$ cat config.mk
export PLATFORM = sky130hd
export DESIGN_NAME = vomq_ram
export DESIGN_NICKNAME = d
export VERILOG_FILES = /design/src/rtl/voxel_owner_map_window_query_defines.svh /design/src/rtl/vomq_ram.sv
export SDC_FILE = /design/constraint.sdc
export NUM_CORES = 2
export LEC_CHECK = 0
export ABC_CLOCK_PERIOD_IN_PS = 4650
export BUFFER_PORTS_ARGS = -buffer_cell sky130_fd_sc_hd__buf_2
export CAP_MARGIN = 20
export CORE_MARGIN = 1.5
export CORE_UTILIZATION = 60
export DETAILED_ROUTE_END_ITERATION = 7
export MAX_ROUTING_LAYER = met4
export PLACE_DENSITY = 0.78
export SETUP_SLACK_MARGIN = 0.05
export SYNTH_ARGS = -nofsm -noshare
export SYNTH_HDL_FRONTEND = slang
export SYNTH_SLANG_ARGS = --single-unit
$ cat constraint.sdc
create_clock -name aclk -period 4.65 [get_ports aclk]
set_clock_uncertainty 0.1 [all_clocks]
set_input_delay 0.465 -clock aclk [delete_from_list [all_inputs] [get_ports aclk]]
set_output_delay 0.465 -clock aclk [all_outputs]
set_load 0.1 [all_outputs]
$ cat src/rtl/voxel_owner_map_window_query_defines.svh
// assertion macros for the voxel owner map block
`ifndef VOXEL_OWNER_MAP_WINDOW_QUERY_DEFINES_SVH
`define VOXEL_OWNER_MAP_WINDOW_QUERY_DEFINES_SVH
`ifndef NO_ASSERTIONS
`define VOMQ_ASSERT_IMP(lbl, ante, cons) \
    lbl: assert property (@(posedge aclk) disable iff (!aresetn) (ante) |-> (cons)) \
        else $error("vomq: same-cycle check failed");
`define VOMQ_ASSERT_NXT(lbl, ante, cons) \
    lbl: assert property (@(posedge aclk) disable iff (!aresetn) (ante) |=> (cons)) \
        else $error("vomq: next-cycle check failed");
`else
`define VOMQ_ASSERT_IMP(lbl, ante, cons)
`define VOMQ_ASSERT_NXT(lbl, ante, cons)
`endif
`endif

$ cat src/rtl/vomq_ram.sv
module vomq_ram #(
    parameter int WIDTH = 8,
    parameter int DEPTH = 256
) (
    input  logic                     aclk,
    input  logic                     we,
    input  logic [$clog2(DEPTH)-1:0] waddr,
    input  logic [WIDTH-1:0]         wdata,
    input  logic                     re,
    input  logic [$clog2(DEPTH)-1:0] raddr,
    output logic [WIDTH-1:0]         rdata
);

    logic [WIDTH-1:0] mem [DEPTH];
    logic [WIDTH-1:0] rdata_reg;

    always_ff @(posedge aclk) begin
        if (we) begin
            mem[waddr] <= wdata;
        end
        if (re) begin
            rdata_reg <= mem[raddr];
        end
    end

    assign rdata = rdata_reg;

endmodule

==> impl_metrics.tcl <==
set metrics [dict create \
    drt_first_pass_iters 8 \
    cp.required_ns 5.10 \
    dp_cells 5440 \
    synthAdderAreaFrac_pct 0 \
    slew_headroom_pct 20.0 \
    synth-async-reset-ratio_pct 0 \
    fin_nets 3908 \
    netlist_instances 3733 \
    synth_seq_cells 2056 \
    cellPowerDensity_nw_per_um2 429 \
    slowest_delay_ns 0.68 \
    htreeDepth 4 \
    ant_nets 0 \
    wl_per_cell_um 33.9 \
    rrSetupSlack_ns 1.72 \
    synth-simple-area-share_pct 2.63 \
    synth_cell_type_count 54 \
    path_cells "buf_8 > buf_12 > buf_12 > buf_4 > mux4_2 > a22oi_1 > a21oi_1 > nor4_1 > buf_4 > nor4_2" \
    tns_ns 0 \
    clockBufferDepth 3 \
    portBuffers 34 \
    drive_above_1_share_pct 23.0 \
    place_congestion 0.904 \
    grt_first_pass_wirelength_um 281000 \
    synth_edf_count 2056 \
    ctsResizeCount 0 \
    io_pins 35 \
    synth_top_area_share_pct 77.5 \
    final_cell_mix "2,056 x edfxtp_1, 454 x mux4_2, 279 x nor2_1" \
    synthFlopType "edfxtp_1" \
    synth_top_area_cell "edfxtp_1" \
    drt_iter0_markers 6479 \
    final_cells 5807 \
    clk_latency_ns 0.84 \
    path_max_fanout 29 \
    synth_xor_area_share_pct 0 \
    syn-cell-area_sq_um 79600 \
    antenna_found_initial 14 \
    grt_overflow 0 \
    yosysWarnings 0 \
    grt_pass1_vias 40100 \
    worst_pin_slew_ns 1.20 \
    wl_um 197000 \
    synthTopCellsByArea "edfxtp_1 78%, mux4_2 13%, mux2i_1 1.7%" \
    pre_cts_ws_ns 0.510 \
    core_sq_um 132000 \
    track_usage_pct 30.1 \
    reg2reg_depth 6 \
    avgViaCountPerCell 6.97 \
    die_y_um 367 \
    cts_root_buf "clkbuf_16" \
    fmaxAchievable_mhz 304 \
    placed_cell_area_sq_um 82100 \
    dp_hpwl_um 115000 \
    cp-startpoint "raddr[0]" \
    largest_reg_flops 2048 \
    crit_path_top_delay_cell "nor4_1" \
    layout.cells.most_common "edfxtp_1" \
    area_growth_pct 10.9 \
    arrival_ns 3.74 \
    whs_ns 0.0914 \
    initial_core_util_pct 60.5 \
    design_area_sq_um 88300 \
    hold_viol_final 0 \
    finalCritPeriodShare_pct 70.8 \
    worstReg2RegStart "mem[73][2]$_DFFE_PP_" \
    syn_nets 3760 \
    die_area_sq_um 135000 \
    rsz0062_at_grt "no" \
    synth_top_family_by_area "multiplexers" \
    syn_area_per_cell_sq_um 21.3 \
    die_x_um 367 \
    synth-compound-area-share_pct 3.42 \
    crit_type "in2reg" \
    maxCapViolCount 0 \
    synth-seq-area-share_pct 77.5 \
    worst_slack_ns 1.36 \
    total_leakage_power_uw 0.0273 \
    setup_viol 0 \
    cp-end-kind "register" \
    outcome "finished with violations" \
    synth.area.mux_share_pct 14.6 \
    cts_tree "yes" \
    endpoint "rdata[6]$_DFFE_PP_" \
    min_period_ns 3.29 \
    clkSinkCount 2056 \
    hold_class "in2reg" \
    drv_slew 0 \
    grt_max_degree 154 \
    peakVddDrop_uv 438 \
    timing.rr.end "rdata[2]$_DFFE_PP_" \
    clk_pin_slew_ns 0.07 \
    violations "design-rule violations" \
    rows 133 \
    drc 4 \
    crit_path_start_kind "primary input" \
    cts_buffers 190 \
    num_vias 40500 \
]
-- cells by family (layout without fill, tap and decap cells) --
group	Yosys count	count (layout)
buf+inv	235	539
simple gates	466	466
compound gates	385	385
flops	2056	2056
other cells	0	15
mux	591	591
-- per-stage QoR --
step / util (%) / power (uW)
global placement: 62.4 / 22700
global route: 67.1 / 38600
CTS: 67.1 / 37900
floorplan: - / 21900
detailed placement: 62.4 / 22700
finish: 67.1 / 37900
-- routing by layer --
metal	GRT usage, %	vias to the layer above	routed length (um)
met4	12.1	0	8460
met3	7.15	521	24600
met5	-	-	0
met2	46.0	3069	94800
li1	-	16000	-
met1	39.8	20900	69000
-- repair_timing --
action / CTS / global route
hold buffers: 1 / 0
endpoints found under the hold margin: 8 / 0
setup buffers: 0 / 0
-- worst min path at each step --
| stage | start | end | slack [ns] | cells past startpoint |
|---|---|---|---|---|
| floorplan | wdata[0] | mem[0][0]$_DFFE_PP_ | 0.46 | 0 |
| global placement | re | rdata[6]$_DFFE_PP_ | 0.83 | 1 |
| detailed placement | re | rdata[6]$_DFFE_PP_ | 0.84 | 1 |
| CTS | wdata[7] | mem[189][7]$_DFFE_PP_ | 0.06 | 1 |
| global route | wdata[7] | mem[189][7]$_DFFE_PP_ | 0.09 | 1 |
| finish | wdata[7] | mem[189][7]$_DFFE_PP_ | 0.09 | 1 |
-- cell type report --
class                   instances  area (sq um)
clock buffers                 223          4900
inverters                       2          7.51
flip-flops and latches       2056         61700
clock inverters               125          1270
fillers                      7798         43300
diodes                         15          37.5
well taps                    1755          2200
repair buffers                189          1730
multi-input cells            1442         16500
-- worst max-delay path, delay by kind of cell --
family / cells / cell delay, ns
buffers and inverters: 5 / 1.35
AOI/OAI and AO/OA: 2 / 0.54
and+or+nand+nor: 2 / 0.72
muxes: 1 / 0.53
-- power breakdown --
group / switching, uW / total, uW / leakage [uW] / internal [uW]
clock network: 6870 / 15500 / 0.00299 / 8630
registers: 26.5 / 20500 / 0.0185 / 20400
logic: 1280 / 1920 / 0.00582 / 640
-- cell usage after synthesis (3+ instances only) --
master,instances
edfxtp_1,2056
mux4_2,454
nor2_1,282
mux2i_1,134
a22oi_1,133
clkbuf_1,111
a21oi_1,96
o221ai_1,46
nand3_1,34
nand2_1,33
buf_2,31
nor2b_1,31
o22ai_1,28
buf_4,27
nor4_1,24
buf_1,22
nor3_1,22
buf_6,21
a211oi_1,16
a221oi_1,13
buf_8,13
nand4_1,10
o211ai_1,10
o21ai_0,10
a22o_1,8
buf_12,8
nand2b_1,8
and2_1,6
o22a_1,5
o32ai_1,4
or2_2,4
nor4_2,3
(Power assumes the default switching activity.)
