[src/rtl/voxel_owner_map_window_query_defines.svh]
// assertion macros for the voxel owner map block
`ifndef VOXEL_OWNER_MAP_WINDOW_QUERY_DEFINES_SVH
`define VOXEL_OWNER_MAP_WINDOW_QUERY_DEFINES_SVH
`ifndef NO_ASSERTIONS
`define VOMQ_ASSERT_IMP(lbl, ante, cons) \
    lbl: assert property (@(posedge aclk) disable iff (!aresetn) (ante) |-> (cons)) \
        else $error("vomq: same-cycle check failed");
`define VOMQ_ASSERT_NXT(lbl, ante, cons) \
    lbl: assert property (@(posedge aclk) disable iff (!aresetn) (ante) |=> (cons)) \
        else $error("vomq: next-cycle check failed");
`else
`define VOMQ_ASSERT_IMP(lbl, ante, cons)
`define VOMQ_ASSERT_NXT(lbl, ante, cons)
`endif
`endif

[src/rtl/vomq_pkg.sv]
package vomq_pkg;

    localparam int DIM_MAX    = 16;
    localparam int MAX_OWNERS = 64;
    localparam int RADIUS_MAX = 3;

    localparam int CELL_W  = 6;
    localparam int OWN_W   = 7;
    localparam int OP_W    = 3;
    localparam int SIZE_W  = 5;
    localparam int RFLD_W  = 2;
    localparam int CFG_AW  = 2;
    localparam int SIZE_RST = 16;

    localparam int MAP_DEPTH = DIM_MAX * DIM_MAX * DIM_MAX;
    localparam int ADDR_W    = $clog2(MAP_DEPTH);
    localparam int DIM_W     = $clog2(DIM_MAX);
    localparam int SZ_W      = $clog2(DIM_MAX + 1);
    localparam int RAD_W     = $clog2(RADIUS_MAX + 1);
    localparam int OFF_W     = RAD_W + 1;
    localparam int CRD_W     = ((CELL_W > OFF_W) ? CELL_W : OFF_W) + 1;
    localparam int CMP_W     = (CRD_W > SZ_W) ? CRD_W : SZ_W;

    localparam int GRP_SZ = 8;
    localparam int SUB_W  = $clog2(GRP_SZ);
    localparam int NGRP   = (MAX_OWNERS + GRP_SZ - 1) / GRP_SZ;
    localparam int MASK_W = NGRP * GRP_SZ;
    localparam int IDX_W  = $clog2(MASK_W);
    localparam int GRP_W  = (NGRP > 1) ? $clog2(NGRP) : 1;

    // input tdata layout
    localparam int CX_LSB    = 0;
    localparam int CY_LSB    = CX_LSB + CELL_W;
    localparam int CZ_LSB    = CY_LSB + CELL_W;
    localparam int PROC_LSB  = CZ_LSB + CELL_W;
    localparam int RAD_LSB   = PROC_LSB + OWN_W;
    localparam int S_FLD_W   = RAD_LSB + RFLD_W;
    localparam int S_TDATA_W = ((S_FLD_W + 7) / 8) * 8;
    localparam int M_TDATA_W = ((OWN_W + 7) / 8) * 8;

    localparam logic [OWN_W-1:0] UNOWNED = '1;

    localparam logic [OP_W-1:0] OP_WRITE      = 3'd0;
    localparam logic [OP_W-1:0] OP_READ       = 3'd1;
    localparam logic [OP_W-1:0] OP_NEAR_EDGE  = 3'd2;
    localparam logic [OP_W-1:0] OP_NEAR_OWNER = 3'd3;
    localparam logic [OP_W-1:0] OP_NEAR_OTHER = 3'd4;
    localparam logic [OP_W-1:0] OP_LIST       = 3'd5;

    localparam logic [CFG_AW-1:0] REG_SIZE_X = 2'd0;
    localparam logic [CFG_AW-1:0] REG_SIZE_Y = 2'd1;
    localparam logic [CFG_AW-1:0] REG_SIZE_Z = 2'd2;

    typedef struct packed {
        logic              valid;
        logic              in_grid;
        logic [ADDR_W-1:0] addr;
        logic              last;
    } scan_pos_t;

    typedef struct packed {
        logic             valid;
        logic [OWN_W-1:0] owner;
        logic             last;
    } lst_item_t;

    function automatic logic [SZ_W-1:0] eff_size(input logic [SIZE_W-1:0] s);
        if (s == '0) begin
            return SZ_W'(1);
        end else if (int'(s) > DIM_MAX) begin
            return SZ_W'(DIM_MAX);
        end
        return SZ_W'(s);
    endfunction

    function automatic logic coord_inside(input logic signed [CRD_W-1:0] c,
                                          input logic [SZ_W-1:0] n);
        logic [CMP_W-1:0] cu;
        cu = CMP_W'(c[CRD_W-2:0]);
        return !c[CRD_W-1] && (cu < CMP_W'(n));
    endfunction

    function automatic logic [ADDR_W-1:0] cell_addr(input logic signed [CRD_W-1:0] x,
                                                    input logic signed [CRD_W-1:0] y,
                                                    input logic signed [CRD_W-1:0] z);
        return ADDR_W'(x[DIM_W-1:0]) + ADDR_W'(DIM_MAX) *
               (ADDR_W'(y[DIM_W-1:0]) + ADDR_W'(DIM_MAX) * ADDR_W'(z[DIM_W-1:0]));
    endfunction

endpackage

[src/rtl/vomq_list.sv]
module vomq_list import vomq_pkg::*; (
    input  logic             aclk,
    input  logic             aresetn,
    input  logic             clr,
    input  logic             set_en,
    input  logic [OWN_W-1:0] set_idx,
    input  logic             run,
    input  logic             take,
    output lst_item_t        item,
    output logic             any
);

    logic [MASK_W-1:0] mask_reg;
    logic [GRP_W-1:0]  grp_reg;
    logic [GRP_SZ-1:0] cur;
    logic [SUB_W-1:0]  sub;
    logic [IDX_W-1:0]  bit_idx;
    logic [MASK_W-1:0] rest;

    always_comb begin
        cur = mask_reg[IDX_W'({grp_reg, SUB_W'(0)}) +: GRP_SZ];
        sub = '0;
        for (int i = GRP_SZ - 1; i >= 0; i--) begin
            if (cur[i]) begin
                sub = SUB_W'(i);
            end
        end
        bit_idx = IDX_W'({grp_reg, sub});
        rest = mask_reg;
        rest[bit_idx] = 1'b0;
        item.valid = |cur;
        item.owner = OWN_W'(bit_idx);
        item.last  = ~|rest;
        any = |mask_reg;
    end

    always_ff @(posedge aclk) begin
        if (!aresetn || clr) begin
            mask_reg <= '0;
            grp_reg  <= '0;
        end else if (set_en && (int'(set_idx) < MAX_OWNERS)) begin
            mask_reg[set_idx[IDX_W-1:0]] <= 1'b1;
        end else if (take) begin
            mask_reg <= rest;
        end else if (run && any && (cur == '0)) begin
            grp_reg <= grp_reg + GRP_W'(1);
        end
    end

endmodule

[config.mk]
export PLATFORM = sky130hd
export DESIGN_NAME = vomq_list
export DESIGN_NICKNAME = d
export VERILOG_FILES = /design/src/rtl/voxel_owner_map_window_query_defines.svh /design/src/rtl/vomq_pkg.sv /design/src/rtl/vomq_list.sv
export SDC_FILE = /design/constraint.sdc
export NUM_CORES = 1
export LEC_CHECK = 0
export BUFFER_PORTS_ARGS = -buffer_cell sky130_fd_sc_hd__buf_2
export CAP_MARGIN = 20
export CORE_MARGIN = 2
export CORE_UTILIZATION = 55
export CTS_BUF_LIST = sky130_fd_sc_hd__clkbuf_8
export DETAILED_ROUTE_END_ITERATION = 8
export PLACE_DENSITY = 0.76
export SLEW_MARGIN = 20
export SYNTH_ARGS = -nofsm -noshare
export SYNTH_HDL_FRONTEND = slang
export SYNTH_SLANG_ARGS = --single-unit
[constraint.sdc]
create_clock -name aclk -period 3.9 [get_ports aclk]
set_input_delay 0.195 -clock aclk [delete_from_list [all_inputs] [get_ports aclk]]
set_output_delay 0.195 -clock aclk [all_outputs]
set_load 0.005 [all_outputs]
==> impl_metrics.json <==
{
  "synth_edf_count": 0,
  "p_total_w": 0.00131,
  "gp_congestion": 1.08,
  "io_buffers": 21,
  "rsz0062_at_grt": "yes",
  "numClockSinks": 67,
  "grt_use_total": 0.445,
  "avgRoutedWirePerCell_um": 25.1,
  "hp-class": "input pin to register",
  "die_w_um": 92.9,
  "largest_reg_flops": 64,
  "cts_tree": "built",
  "dieArea_um2": 8640,
  "nets": 647,
  "skew_ps": 14.5,
  "tightest_slew_ps": 962,
  "n_fill_cell": 712,
  "endpoint_kind": "primary output",
  "cts.reportedPaths.clkPinSlew_ps": 90,
  "synthDistinctLibCells": 67,
  "drc": 0,
  "drt_wl_total_mm": 18.5,
  "vias_per_cell": 7.09,
  "place_area_um2": 4810,
  "path_cells": "bufbuf_16 -> buf_4 -> nor2b_1 -> buf_4 -> and2_1 -> a211oi_2 -> buf_4 -> nand2_1 -> a211o_1 -> o21ai_0 -> o2111ai_1 -> or4_1 -> nor4_2 -> buf_2",
  "syn_inst": 578,
  "critPathSlowestCell": "or4_1",
  "io_pins": 23,
  "pwr_density_cell_nw_per_um2": 255,
  "fin_area_um2": 5140,
  "slew_viol_final": 0,
  "cts_buffer_depth": 2,
  "status": "complete, but fails checks",
  "crit_fanout": 7,
  "finalCritPeriodShare": 1.04,
  "syn_area_per_cell_um2": 7.52,
  "fmax_mhz": 247,
  "critPathMostFrequentCell": "buf_4",
  "maxCapViolations": 0,
  "grt_start_max_net_pins": 68,
  "grt_antenna_before_repair": 0,
  "drive_above_1_share": 0.207,
  "violations": "setup timing",
  "final_common_cell": "nand2_1",
  "vias": 5248,
  "max_slew_margin": 0.354,
  "ys_ff_latch": 67,
  "hold_viol": 0,
  "most-common-layout-cells": "83 x nand2_1, 74 x o21ai_0, 72 x a21oi_1",
  "gr-total-overflow": 0,
  "crit_required_ps": 3700,
  "clk_latency_ps": 350,
  "power_leakage_nw": 1.80,
  "yosys_warnings": 0,
  "cp-start-kind": "register",
  "whs_path_depth": 3,
  "critPathKind": "register to primary output",
  "ys_async_sr_fraction": 0,
  "dpl.cell_count": 717,
  "ant_nets": 0,
  "cts_made_buffers": 9,
  "grt_pass1_vias": 4974,
  "cp_top_family": "simple AND/OR/NAND/NOR gates",
  "syn_nets": 592,
  "cts-root-buf": "clkbuf_8",
  "first_pass_iters": 6,
  "place_hpwl_mm": 13.6,
  "fp-row-count": 32,
  "coreArea_um2": 7690,
  "dieHeight_um": 92.9,
  "synth_area_um2": 4350,
  "timing.hold.ws_ps": 189,
  "reg2regPathDepth": 9,
  "finalSetupViolCount": 1,
  "peakVddDrop_mv": 0.313,
  "max_stage_delay_ps": 610,
  "worstPathBufferInverterCount": 5,
  "critPathArrivalTime_ps": 3860,
  "synthToLayoutAreaGrowth_pct": 18.3,
  "initial_core_util": 0.566,
  "antenna_cells": 0,
  "ctsHoldBuffers": 0,
  "fin_crit_ps": 4060,
  "drtIter0Drc": 808,
  "htreeDepth": 3,
  "setup_slack_ps": -156,
  "dp_slack_ps": 9.64,
  "fin_cells": 740,
  "grt_pass1_wl_mm": 28.7,
  "cp_num_cells": 14,
  "ys_seq_area_frac": 0.308,
  "synth_ff_type": "dfxtp_1"
}
[synth_stat cells, drive strengths merged, types with 5 or more instances]
master | n | area, um2
mux2 | 5 | 63.8
nand3 | 14 | 75.1
mux2i | 10 | 113
buf | 13 | 98.8
o22ai | 5 | 31.3
nand4 | 15 | 93.8
a211oi | 7 | 52.6
nor3b | 5 | 37.5
or3 | 5 | 31.3
nor2 | 34 | 128
clkbuf | 25 | 93.8
nor4 | 19 | 125
a21oi | 72 | 360
mux4 | 8 | 180
o21ai | 77 | 385
o21a | 6 | 45.0
dfxtp | 67 | 1340
nand2b | 8 | 50.1
nor3 | 18 | 90.1
o31ai | 7 | 52.6
inv | 6 | 22.5
nor2b | 7 | 43.8
nand2 | 83 | 312
o41ai | 5 | 51.3
[area by class of cell]
| class | count | area, um2 | share of cell area |
|---|---|---|---|
| clock inverters | 7 | 51.3 | 0.00997 |
| well taps | 102 | 128 | 0.0248 |
| clock buffers | 9 | 124 | 0.0241 |
| multi-input cells | 467 | 2840 | 0.552 |
| flip-flops and latches | 67 | 1350 | 0.263 |
| inverters | 6 | 22.5 | 0.00438 |
| repair buffers | 82 | 626 | 0.122 |
[tightest hold or removal path, delay by kind of cell]
family	cells	cell delay [ps]
compound gates	1	70
simple gates	1	90
buf+inv	1	140
[logic make-up after synthesis]
| group | synth area share |
|---|---|
| and+or+nand+nor | 0.275 |
| xor gates and xnor gates | 0.00403 |
| buffers and inverters | 0.0495 |
| muxes | 0.0820 |
| DFF | 0.308 |
| other | 0.000862 |
| adders and majority gates | 0.00288 |
| AOI/OAI and AO/OA | 0.277 |
[stage by stage]
stage	util	setup TNS [ps]
finish	0.669	-156
global placement	0.626	0
detailed placement	0.626	0
floorplan	-	0
CTS	0.667	-110
global route	0.669	-239
[report_power, final]
| group | leakage (nW) | switching, W | internal [W] |
|---|---|---|---|
| clock | 0.0860 | 0.000300 | 0.000234 |
| sequential | 0.542 | 0.00000268 | 0.000683 |
| combinational | 1.17 | 0.0000647 | 0.0000290 |
| total | 1.80 | 0.000367 | 0.000946 |
[per-layer routing]
layer  share of wire  track usage  up-vias
met2            0.42        0.669      471
li1                -            -     2281
met4           0.058        0.186        0
met5               0            0        -
met3            0.15        0.141      100
met1            0.37        0.590     2396
[final timing paths]
path,startpoint,endpoint,slack (ps)
worst max-delay path,grp_reg[0],item[0],-160
worst min-delay path,set_idx[0],mask_reg[15],190
worst max register to register,grp_reg[0],mask_reg[15],420
worst min register to register,mask_reg[32],mask_reg[32],520
[what timing repair did]
action,CTS,global route
gates resized for setup,10,5
pin swaps,5,5
hold endpoints to repair,0,0
endpoints found under the setup margin,1,1
gates cloned,2,0
setup buffers,5,0
(Power assumes the default switching activity.)
