### src/rtl/voxel_owner_map_window_query_defines.svh
// assertion macros for the voxel owner map block
`ifndef VOXEL_OWNER_MAP_WINDOW_QUERY_DEFINES_SVH
`define VOXEL_OWNER_MAP_WINDOW_QUERY_DEFINES_SVH
`ifndef NO_ASSERTIONS
`define VOMQ_ASSERT_IMP(lbl, ante, cons) \
    lbl: assert property (@(posedge aclk) disable iff (!aresetn) (ante) |-> (cons)) \
        else $error("vomq: same-cycle check failed");
`define VOMQ_ASSERT_NXT(lbl, ante, cons) \
    lbl: assert property (@(posedge aclk) disable iff (!aresetn) (ante) |=> (cons)) \
        else $error("vomq: next-cycle check failed");
`else
`define VOMQ_ASSERT_IMP(lbl, ante, cons)
`define VOMQ_ASSERT_NXT(lbl, ante, cons)
`endif
`endif

### src/rtl/vomq_pkg.sv
package vomq_pkg;

    localparam int DIM_MAX    = 16;
    localparam int MAX_OWNERS = 64;
    localparam int RADIUS_MAX = 3;

    localparam int CELL_W  = 6;
    localparam int OWN_W   = 7;
    localparam int OP_W    = 3;
    localparam int SIZE_W  = 5;
    localparam int RFLD_W  = 2;
    localparam int CFG_AW  = 2;
    localparam int SIZE_RST = 16;

    localparam int MAP_DEPTH = DIM_MAX * DIM_MAX * DIM_MAX;
    localparam int ADDR_W    = $clog2(MAP_DEPTH);
    localparam int DIM_W     = $clog2(DIM_MAX);
    localparam int SZ_W      = $clog2(DIM_MAX + 1);
    localparam int RAD_W     = $clog2(RADIUS_MAX + 1);
    localparam int OFF_W     = RAD_W + 1;
    localparam int CRD_W     = ((CELL_W > OFF_W) ? CELL_W : OFF_W) + 1;
    localparam int CMP_W     = (CRD_W > SZ_W) ? CRD_W : SZ_W;

    localparam int GRP_SZ = 8;
    localparam int SUB_W  = $clog2(GRP_SZ);
    localparam int NGRP   = (MAX_OWNERS + GRP_SZ - 1) / GRP_SZ;
    localparam int MASK_W = NGRP * GRP_SZ;
    localparam int IDX_W  = $clog2(MASK_W);
    localparam int GRP_W  = (NGRP > 1) ? $clog2(NGRP) : 1;

    // input tdata layout
    localparam int CX_LSB    = 0;
    localparam int CY_LSB    = CX_LSB + CELL_W;
    localparam int CZ_LSB    = CY_LSB + CELL_W;
    localparam int PROC_LSB  = CZ_LSB + CELL_W;
    localparam int RAD_LSB   = PROC_LSB + OWN_W;
    localparam int S_FLD_W   = RAD_LSB + RFLD_W;
    localparam int S_TDATA_W = ((S_FLD_W + 7) / 8) * 8;
    localparam int M_TDATA_W = ((OWN_W + 7) / 8) * 8;

    localparam logic [OWN_W-1:0] UNOWNED = '1;

    localparam logic [OP_W-1:0] OP_WRITE      = 3'd0;
    localparam logic [OP_W-1:0] OP_READ       = 3'd1;
    localparam logic [OP_W-1:0] OP_NEAR_EDGE  = 3'd2;
    localparam logic [OP_W-1:0] OP_NEAR_OWNER = 3'd3;
    localparam logic [OP_W-1:0] OP_NEAR_OTHER = 3'd4;
    localparam logic [OP_W-1:0] OP_LIST       = 3'd5;

    localparam logic [CFG_AW-1:0] REG_SIZE_X = 2'd0;
    localparam logic [CFG_AW-1:0] REG_SIZE_Y = 2'd1;
    localparam logic [CFG_AW-1:0] REG_SIZE_Z = 2'd2;

    typedef struct packed {
        logic              valid;
        logic              in_grid;
        logic [ADDR_W-1:0] addr;
        logic              last;
    } scan_pos_t;

    typedef struct packed {
        logic             valid;
        logic [OWN_W-1:0] owner;
        logic             last;
    } lst_item_t;

    function automatic logic [SZ_W-1:0] eff_size(input logic [SIZE_W-1:0] s);
        if (s == '0) begin
            return SZ_W'(1);
        end else if (int'(s) > DIM_MAX) begin
            return SZ_W'(DIM_MAX);
        end
        return SZ_W'(s);
    endfunction

    function automatic logic coord_inside(input logic signed [CRD_W-1:0] c,
                                          input logic [SZ_W-1:0] n);
        logic [CMP_W-1:0] cu;
        cu = CMP_W'(c[CRD_W-2:0]);
        return !c[CRD_W-1] && (cu < CMP_W'(n));
    endfunction

    function automatic logic [ADDR_W-1:0] cell_addr(input logic signed [CRD_W-1:0] x,
                                                    input logic signed [CRD_W-1:0] y,
                                                    input logic signed [CRD_W-1:0] z);
        return ADDR_W'(x[DIM_W-1:0]) + ADDR_W'(DIM_MAX) *
               (ADDR_W'(y[DIM_W-1:0]) + ADDR_W'(DIM_MAX) * ADDR_W'(z[DIM_W-1:0]));
    endfunction

endpackage

### src/rtl/vomq_scan.sv
module vomq_scan import vomq_pkg::*; (
    input  logic                     aclk,
    input  logic                     aresetn,
    input  logic                     start,
    input  logic signed [CELL_W-1:0] cell_x,
    input  logic signed [CELL_W-1:0] cell_y,
    input  logic signed [CELL_W-1:0] cell_z,
    input  logic [RAD_W-1:0]         radius,
    input  logic [SZ_W-1:0]          nx,
    input  logic [SZ_W-1:0]          ny,
    input  logic [SZ_W-1:0]          nz,
    output scan_pos_t                pos
);

    logic                     active_reg;
    logic signed [CELL_W-1:0] cx_reg, cy_reg, cz_reg;
    logic signed [OFF_W-1:0]  rad_reg, dx_reg, dy_reg, dz_reg;
    logic signed [OFF_W-1:0]  rad_in;
    logic signed [CRD_W-1:0]  x, y, z;
    logic                     end_x, end_y, end_z;

    assign rad_in = signed'({1'b0, radius});

    assign x = CRD_W'(cx_reg) + CRD_W'(dx_reg);
    assign y = CRD_W'(cy_reg) + CRD_W'(dy_reg);
    assign z = CRD_W'(cz_reg) + CRD_W'(dz_reg);

    assign end_x = (dx_reg == rad_reg);
    assign end_y = (dy_reg == rad_reg);
    assign end_z = (dz_reg == rad_reg);

    always_comb begin
        pos.valid   = active_reg;
        pos.in_grid = coord_inside(x, nx) && coord_inside(y, ny) && coord_inside(z, nz);
        pos.addr    = cell_addr(x, y, z);
        pos.last    = end_x && end_y && end_z;
    end

    always_ff @(posedge aclk) begin
        if (!aresetn) begin
            active_reg <= 1'b0;
        end else if (start) begin
            active_reg <= 1'b1;
        end else if (active_reg && pos.last) begin
            active_reg <= 1'b0;
        end
    end

    // window walk, z fastest
    always_ff @(posedge aclk) begin
        if (start) begin
            cx_reg  <= cell_x;
            cy_reg  <= cell_y;
            cz_reg  <= cell_z;
            rad_reg <= rad_in;
            dx_reg  <= -rad_in;
            dy_reg  <= -rad_in;
            dz_reg  <= -rad_in;
        end else if (active_reg) begin
            if (!end_z) begin
                dz_reg <= dz_reg + OFF_W'(1);
            end else begin
                dz_reg <= -rad_reg;
                if (!end_y) begin
                    dy_reg <= dy_reg + OFF_W'(1);
                end else begin
                    dy_reg <= -rad_reg;
                    dx_reg <= dx_reg + OFF_W'(1);
                end
            end
        end
    end

endmodule

### config.mk
export PLATFORM = sky130hd
export DESIGN_NAME = vomq_scan
export DESIGN_NICKNAME = d
export VERILOG_FILES = /design/src/rtl/voxel_owner_map_window_query_defines.svh /design/src/rtl/vomq_pkg.sv /design/src/rtl/vomq_scan.sv
export SDC_FILE = /design/constraint.sdc
export NUM_CORES = 1
export LEC_CHECK = 0
export BUFFER_PORTS_ARGS = -buffer_cell sky130_fd_sc_hd__buf_4
export CAP_MARGIN = 20
export CORE_MARGIN = 2
export CORE_UTILIZATION = 53
export CTS_CLUSTER_SIZE = 14
export DETAILED_ROUTE_END_ITERATION = 10
export HOLD_SLACK_MARGIN = 0.03
export PLACE_DENSITY = 0.88
export SLEW_MARGIN = 20
export SYNTH_ARGS = -nofsm -noshare
export SYNTH_HDL_FRONTEND = slang
export SYNTH_SLANG_ARGS = --single-unit
### constraint.sdc
create_clock -name aclk -period 4.4 [get_ports aclk]
set_input_delay 0.22 -clock aclk [delete_from_list [all_inputs] [get_ports aclk]]
set_output_delay 0.22 -clock aclk [all_outputs]
set_load 0.01 [all_outputs]
==> flow_results.org, run 1 <==
** Detailed routing
- Vias per cell :: 5.48
- Routed wire length :: 4.45 mm
- 1st-pass router iterations :: 4
- Residual antenna-violating net count after detailed routing :: 0
- After detailed routing, the number of remaining DRC violations is 0.
- After detailed routing, the average wire length per cell comes to 13.9 um.
- Total number of vias :: 1,748
- The detailed router finished its first iteration with 28 violations.

** Timing
- Number of failing setup endpoints in the final timing report :: 0
- Setup repair after global routing left no endpoint under its margin.
- Post-route clock period utilization :: 71.8%
- Relative slew margins :: 74.0%
- Count of pins over their slew limit :: 0
- After routing, the total negative slack on setup checks comes to 0 ns.
- Setup skew after layout :: 0.00348 ns
- The worst path in the final design needs a cycle of 3.16 ns, including I/O delays and setup.
- For the pin with the worst max-slew slack, the measured transition is 0.388 ns.
- Hold violation total from the final report :: 0
- Static timing analysis puts the maximum clock frequency at 0.316 GHz.

** Power and ir drop
- In this run the power spent charging and discharging nets is 0.000325 W.
- Across the VDD grid, the largest voltage drop is 0.000226 V.
- Proportion of total power due to net switching :: 32.7%
- Per report_power, the combinational group accounts for 40.1% of the total.
- Cell internal power was estimated by the tool at 0.000668 W.
- Summing internal, switching and leakage power gives 0.000992 W.
- The share of total power dissipated in the clock network is 22.2%.
- Of the total power, registers draw 37.7%.
- In this run the power density over the cells is 362 mW/mm^2.
- Pleak :: 1.26 nW

** Critical path
- Critical setup path kind :: reg2out
- Sum of buffers and inverters on the critical path :: 2
- STA classifies the critical path startpoint as a register.
- Library cell appearing most often on the critical path :: sky130_fd_sc_hd__ha_1
- For the worst setup path, the data required time is 4.18 ns.
- In this run the worst path has a maximum fanout of 4.
- In this design, the stage delay of the slowest critical-path cell is 0.42 ns.
- The worst setup path is captured at an output port.
- Worst path top cell family by delay :: adder cells
- On the critical path, the stage with the largest delay is an instance of sky130_fd_sc_hd__edfxtp_1.
- Arrival time reported for the critical path endpoint :: 2.94 ns
- Traced cell by cell, the critical path runs through ha_1 -> inv_1 -> fa_1 -> nand2b_1 -> a21oi_1 -> xnor2_1 -> ha_1 -> nor3_1 -> o221ai_1 -> a31oi_1 -> o2111ai_1 -> nor3_2 -> buf_4.

** Floorplanning
- The die is 68.6 um wide.
- Die Y :: 68.6 um
- The die covers 0.00471 mm^2.
- In this run the count of I/O pins placed on the die edge is 53.
- The floorplan has 23 rows.
- Core region area :: 0.00400 mm^2
- Initial standard-cell utilization of the core :: 55.4%

** Status
- Status :: finished, final reports clean

** Global route
- Largest net degree at the start of global routing :: 33
- Global-route wire length before repair :: 7.22 mm
- After global routing the overflow that remains totals 0.
- GRT Resource Usage Total :: 20.8%
- Via count of the first global-routing pass :: 1,718
- Number of antenna violations at the first check in global routing :: 0

** Synthesis
- Sequential area share after synthesis :: 40.2%
- Synth Warn # :: 0
- The cell count after synthesis came out at 212.
- Syn Std Cell Area :: 0.00221 mm^2
- Count of state elements after synthesis :: 30
- The average instance in the mapped netlist occupies 10.4 um^2.
- Synthesis produced a netlist with a net count of 288.
- Commonest register cell after synthesis :: sky130_fd_sc_hd__edfxtp_1
- Yosys mapped the design onto 38 distinct sky130hd cell types.
- Fraction of registers with async set/reset :: 0%
- Yosys mapped a number of flops with a built-in enable equal to 29.

** Layout
- For this run, the number of standard cells in the final layout without fillers is 319.
- Fraction of layout instances using a drive strength above 1 :: 24.5%
- 0 antenna diodes ended up in the layout.
- From synthesis to final layout, the design area changed by 23.9%.
- Layout Nets :: 344

** Hold path
- The worst hold path belongs to the class in2reg.

** Place
- Port Buffers :: 52
- Count of placed standard cells including taps :: 311
- HPWL Detailed :: 3.64 mm
- Routability congestion estimate :: 0.828

** Clocking
- Number of sinks handled by clock tree synthesis :: 30
- Maximum number of buffers from clock root to sink :: 2
- Post-CTS setup buffer count :: 0
- Clock tree synthesis selected as its root buffer the cell sky130_fd_sc_hd__clkbuf_8.
- Clock transition at the registers of the reported paths :: 0.06 ns
- The clock tree synthesis step divided the H-tree into 2 levels.
- Cts bufs inserted :: 5
- TritonCTS built the clock tree.
- Clk Latency, worst-skew pair :: 0.27 ns
- Buffers inserted to repair hold after CTS numbered 0.
- Gates resized during post-CTS repair numbered 0.

** Job
- MaxCap Viol Count :: 0
## final cells by class
| type | count | area (um^2) |
|---|---|---|
| clock inverters | 1 | 5.00 |
| clock buffers | 7 | 86.3 |
| multi-input cells | 149 | 1200 |
| well taps | 50 | 62.6 |
| inverters | 30 | 113 |
| repair buffers | 52 | 390 |
| flip-flops and latches | 30 | 891 |
| fillers | 310 | 1260 |
## Yosys cell counts (all sizes together) (2+ instances only)
cell type	count	area, um^2
a211oi	3	22.5
xor2	9	78.8
nand3	5	25.0
ha	35	438
o211ai	4	30.0
nand2	8	30.0
a21oi	12	67.6
mux2i	2	20.0
edfxtp	29	871
o22ai	2	12.5
fa	3	60.1
nor3	5	40.0
nand2b	3	18.8
xnor2	7	61.3
nor2b	4	25.0
inv	30	113
nor2	15	56.3
o21ai	16	80.1
nor3b	2	15.0
clkbuf	2	7.51
## kinds of logic (layout without fill, tap and decap cells)
| logic type | Yosys count | count (layout) | share of synthesized area [%] |
|---|---|---|---|
| adder cells (fa/ha/maj) | 38 | 38 | 22.5 |
| buffers and inverters | 33 | 90 | 5.76 |
| AO/OA/AOI/OAI | 47 | 47 | 13.4 |
| flip-flops | 30 | 30 | 40.2 |
| XOR/XNOR | 16 | 16 | 6.33 |
| multiplexers | 3 | 3 | 1.41 |
| AND/OR/NAND/NOR | 45 | 45 | 10.4 |
## final timing paths
kind | startpoint | to | slack [ns] | cells past startpoint
hold reg to reg | active_reg | active_reg | 0.56 | 2
setup reg to reg | rad_reg[0] | dx_reg[0] | 2.76 | 4
hold / removal | cell_y[4] | cy_reg[4] | 0.12 | 1
setup / recovery | dx_reg[0] | pos[13] | 1.24 | 13
## power groups by stage
stage                     Combinational (W)  Clock (W)  Sequential, W
final                              0.000398   0.000220       0.000374
after global routing               0.000449   0.000240       0.000377
after CTS                          0.000402   0.000227       0.000373
after detailed placement           0.000398          0       0.000379
after global placement             0.000383          0       0.000377
after floorplan                    0.000261          0       0.000370
## per-layer routing
metal | part of all wire [%] | vias up | wire [um] | GRT usage (%)
met3 | 4.4 | 12 | 195 | 4.71
met5 | 0 | - | 0 | 0
met1 | 42 | 824 | 1860 | 24.1
met2 | 51 | 43 | 2280 | 37.0
met4 | 2.3 | 0 | 104 | 8.50
li1 | - | 869 | - | -
## stage by stage
stage,hold slack (ns),utilization (%),worst slack [ns],cell area [um^2]
4_1_cts,0.109,68.6,1.23,2740
3_3_place_gp,0.399,66.3,1.69,2650
6_report,0.119,68.6,1.24,2740
2_1_floorplan,0.319,-,1.86,2210
3_5_place_dp,0.399,66.3,1.60,2650
5_1_grt,0.104,68.6,0.986,2740
## cell usage in the layout, fill, tap and decap left out, types with 4 or more instances in the layout
master / instances
sky130_fd_sc_hd__nor2_1: 15
sky130_fd_sc_hd__edfxtp_1: 29
sky130_fd_sc_hd__inv_1: 30
sky130_fd_sc_hd__ha_1: 35
sky130_fd_sc_hd__xor2_1: 9
sky130_fd_sc_hd__nand2_1: 8
sky130_fd_sc_hd__buf_4: 52
sky130_fd_sc_hd__o211ai_1: 4
sky130_fd_sc_hd__clkbuf_8: 6
sky130_fd_sc_hd__o21ai_0: 16
sky130_fd_sc_hd__nor2b_1: 4
sky130_fd_sc_hd__nand3_1: 5
sky130_fd_sc_hd__xnor2_1: 7
sky130_fd_sc_hd__a21oi_1: 10
No activity file was read; power rests on OpenSTA's default activity.
==> inputs of run 2 (changes only) <==
--- a/config.mk
+++ b/config.mk
@@ -8,11 +8,11 @@
 export BUFFER_PORTS_ARGS = -buffer_cell sky130_fd_sc_hd__buf_4
 export CAP_MARGIN = 20
 export CORE_MARGIN = 2
-export CORE_UTILIZATION = 53
+export CORE_UTILIZATION = 49
 export CTS_CLUSTER_SIZE = 14
 export DETAILED_ROUTE_END_ITERATION = 10
 export HOLD_SLACK_MARGIN = 0.03
-export PLACE_DENSITY = 0.88
+export PLACE_DENSITY = 0.86
 export SLEW_MARGIN = 20
 export SYNTH_ARGS = -nofsm -noshare
 export SYNTH_HDL_FRONTEND = slang
==> constraint.sdc (replaced) <==
create_clock -name aclk -period 2.9 [get_ports aclk]
set_input_delay 0.145 -clock aclk [delete_from_list [all_inputs] [get_ports aclk]]
set_output_delay 0.145 -clock aclk [all_outputs]
set_load 0.01 [all_outputs]
==> flow_results.org, run 2 (same netlist as run 1, synthesis figures left out) <==
** Power and ir drop
- Share of total power in sequential cells :: 34.4% (was 37.7%)
- The power per standard cell area was 530 mW/mm^2 (was 362 mW/mm^2).
- Int Power :: 0.00105 W (was 0.000668 W)
- The final total power is 0.00163 W (was 0.000992 W).
- The static leakage is 1.40 nW (was 1.26 nW).
- The maximum ir drop on the vdd rail was 0.000292 V (was 0.000226 V).
- Net load switching power :: 0.000572 W (was 0.000325 W)
- The part of the total power dissipated in combinational logic is 45.3% (was 40.1%).
- Proportion of total power due to net switching :: 35.2% (was 32.7%)
- The share of power burned in the clock network was 20.4% (was 22.2%).

** Clocking
- H-tree depth :: 2 (unchanged)
- The clock buffer count from CTS was 5 (unchanged).
- Maximum number of buffers from clock root to sink :: 2 (unchanged)
- Clk Latency, worst-skew pair :: 0.29 ns (was 0.27 ns)
- The CTS clock-pin slew for the worst setup and hold paths came to 0.06 ns (about the same).
- The root buffer cell was sky130_fd_sc_hd__clkbuf_8 (unchanged).
- TritonCTS clock tree :: done (unchanged)
- The TritonCTS sink count was 30 (unchanged).

** Layout
- Area taken by multi-input logic gates :: 0.00126 mm^2 (was 0.00120 mm^2)
- Antenna Diode Count :: 0 (unchanged)
- Area taken by flip-flops and latches :: 891 um^2 (unchanged)
- The number of inserted filler cells in the final layout came to 284 (was 310).
- The layout cell share with drive strength beyond 1 is 31.8% (was 24.5%).
- The post-layout instance area came to 0.00307 mm^2 (was 0.00274 mm^2).
- Most common cell after layout, fill and taps aside :: sky130_fd_sc_hd__buf_4 (unchanged)
- Most frequent cells in the layout: sky130_fd_sc_hd__buf_4, sky130_fd_sc_hd__inv_1, sky130_fd_sc_hd__ha_1, sky130_fd_sc_hd__edfxtp_1 (was sky130_fd_sc_hd__buf_4, sky130_fd_sc_hd__ha_1, sky130_fd_sc_hd__inv_1, sky130_fd_sc_hd__edfxtp_1, sky130_fd_sc_hd__o21ai_0).
- Layout Nets :: 374 (was 344)
- The area added between synthesis and finish came to 38.5% (was 23.9%).

** Detailed routing
- The final wirelength came to 5.72 mm (was 4.45 mm).
- Average wire per standard cell :: 16.3 um (was 13.9 um)
- The count of vias placed by the detailed router is 1,902 (was 1,748).
- Remaining design rule violation count :: 0 (unchanged)
- Initial DRC Count :: 119 (was 28)
- Residual antenna-violating net count after detailed routing :: 0 (unchanged)
- 1st-pass router iterations :: 4 (unchanged)
- The mean number of vias per cell came to 5.42 (was 5.48).

** Critical path
- The worst-case register-to-register setup slack came to 1.15 ns (was 2.76 ns).
- Data required, critical path :: 2.76 ns (was 4.18 ns)
- Largest stage delay on the critical path :: 0.53 ns (was 0.42 ns)
- Worst path top cell family by delay :: adder cells (unchanged)
- The type of the setup path with the least slack is reg2out (unchanged).
- The worst path buffer plus inverter count is 3 (was 2).
- Arrival time reported for the critical path endpoint :: 2.81 ns (was 2.94 ns)
- FF-to-FF End :: dz_reg[1] (was dx_reg[0])
- Ordered cell list for the critical path: ha_2 -> inv_1 -> fa_2 -> inv_1 -> ha_1 -> o21ai_0 -> o21ai_0 -> o211ai_1 -> o2111ai_1 -> nor3_2 -> buf_4 (was ha_1 -> inv_1 -> fa_1 -> nand2b_1 -> a21oi_1 -> xnor2_1 -> ha_1 -> nor3_1 -> o221ai_1 -> a31oi_1 -> o2111ai_1 -> nor3_2 -> buf_4).
- The sort of element at the end of the critical path was an output port (unchanged).
- Worst Reg2Reg Path Length in Cells :: 6 (was 4)
- Worst path slowest cell :: sky130_fd_sc_hd__fa_2 (was sky130_fd_sc_hd__edfxtp_1)
- Crit-path max FO :: 2 (was 4)
- Reg-to-reg critical path startpoint :: dz_reg[0] (was rad_reg[0])
- The sort of element at the start of the critical path is a register (unchanged).

** Status
- Status: complete, but fails checks (was finished, final reports clean).
- Violations in the final reports :: setup timing

** Floorplanning
- Die footprint :: 0.00507 mm^2 (was 0.00471 mm^2)
- The vertical die dimension was 71.2 um (was 68.6 um).
- The site row count is 24 (was 23).
- The placeable core region came to 0.00435 mm^2 (was 0.00400 mm^2).
- The horizontal extent of the die came to 71.2 um (was 68.6 um).
- The effective utilization at floorplan was 50.9% (was 55.4%).
- Io pins :: 53 (unchanged)

** Timing
- Setup repair after global routing missed its margin :: true (was false)
- For the finished layout, the period the worst path requires is 2.95 ns.
- Worst Tran Pin Value :: 0.410 ns (was 0.388 ns)
- Relative slew margins :: 72.5% (was 74.0%)
- The final setup skew was 0.00458 ns (was 0.00348 ns).
- The hold violation count in the final report was 0 (unchanged).
- In the finished design, the share of the clock period the worst path needs comes to 102%.
- The post-route setup TNS was -0.0511 ns (was 0 ns).
- Number of failing setup endpoints in the final timing report :: 1 (was 0)
- The minimum setup slack in the final design was -0.0511 ns (was 1.24 ns).
- Derived from the worst setup path, the maximum achievable clock frequency is 0.339 GHz.
- Count of pins over their slew limit :: 0 (unchanged)

** Place
- Area after DPL :: 0.00266 mm^2 (was 0.00265 mm^2)
- Routability congestion estimate :: 0.836 (was 0.828)
- HPWL Detailed :: 3.56 mm (was 3.64 mm)
- Port Buffers :: 52 (unchanged)

** Job
- MaxCap Viol Count :: 0 (unchanged)

** Global route
- The number of antenna violations at the first check in global routing is 0 (unchanged).
- Largest net degree at the start of global routing :: 33 (unchanged)
- The wire length of the first global-routing pass came to 8.32 mm (was 7.22 mm).
- Via count of the first global-routing pass :: 1,823 (was 1,718)
- The residual overflow from global routing was 0 (unchanged).
- GRT Resource Usage Total :: 21.2% (was 20.8%)

** Hold path
- Hold Path Origin :: radius[1] (was cell_y[4])
- Min-Delay Path Class :: in2reg (unchanged)
- Worst Hold Path Cells :: 1 (unchanged)
- The destination of the worst hold path is rad_reg[1] (was cy_reg[4]).
-- run 2: cell count changes in the layout (fill, tap and decap cells not counted), moves of 3 or more --
cell,before,now
sky130_fd_sc_hd__buf_4,52,66
sky130_fd_sc_hd__dlygate4sd3_1,0,16
sky130_fd_sc_hd__fa_1,3,0
sky130_fd_sc_hd__fa_2,0,3
sky130_fd_sc_hd__ha_1,35,29
sky130_fd_sc_hd__ha_2,0,6
-- run 2: cell type report --
class | instances | area share, %
sequential | 30 | 29.0
clock buffer | 5 | 2.24
clock inverter | 3 | 0.530
inverter | 30 | 3.67
timing repair buffer | 82 | 21.4
tap | 52 | 2.12
multi-input combinational | 149 | 41.0
-- run 2: worst max path at each step --
stage | start | cells past startpoint | end
after CTS | dx_reg[0] | 13 | pos[13]
final | dx_reg[0] | 11 | pos[13]
after floorplan | dx_reg[0] | 12 | pos[13]
after global placement | dx_reg[0] | 13 | pos[13]
after global routing | dx_reg[0] | 11 | pos[13]
after detailed placement | dx_reg[0] | 13 | pos[13]
-- run 2: per-layer routing --
layer | wire length, um | part of all wire (%) | GRT usage (%) | up-vias
li1 | - | - | - | 927
met3 | 290 | 5.1 | 5.34 | 22
met2 | 2990 | 52 | 36.5 | 62
met5 | 0 | 0 | 0 | -
met1 | 2280 | 40 | 25.1 | 891
met4 | 159 | 2.8 | 9.22 | 0
-- run 2: power by group through the flow --
stage	combinational [W]	sequential, W	clock [W]
after floorplan	0.000397	0.000561	0
after global placement	0.000589	0.000569	0
after detailed placement	0.000609	0.000572	0
after CTS	0.000652	0.000559	0.000338
after global routing	0.000812	0.000563	0.000357
final	0.000736	0.000559	0.000331
-- run 2: through the flow --
step	instances	worst slack [ns]	hold slack, ns	utilization (%)
global placement	314	0.253	0.323	61.1
floorplan	212	0.431	0.244	-
global route	351	-0.186	0.0309	70.4
CTS	341	0.0109	0.0315	67.6
detailed placement	314	0.150	0.324	61.1
finish	351	-0.0511	0.0440	70.4
-- run 2: timing repair --
action / 4_1_cts / 5_1_grt
hold buffers: 15 / 1
pin swaps: 1 / 7
hold endpoints to repair: 15 / 1
resized for setup: 4 / 13
buffers inserted: 4 / 9
cloned: 0 / 0
setup endpoints to repair: 1 / 1
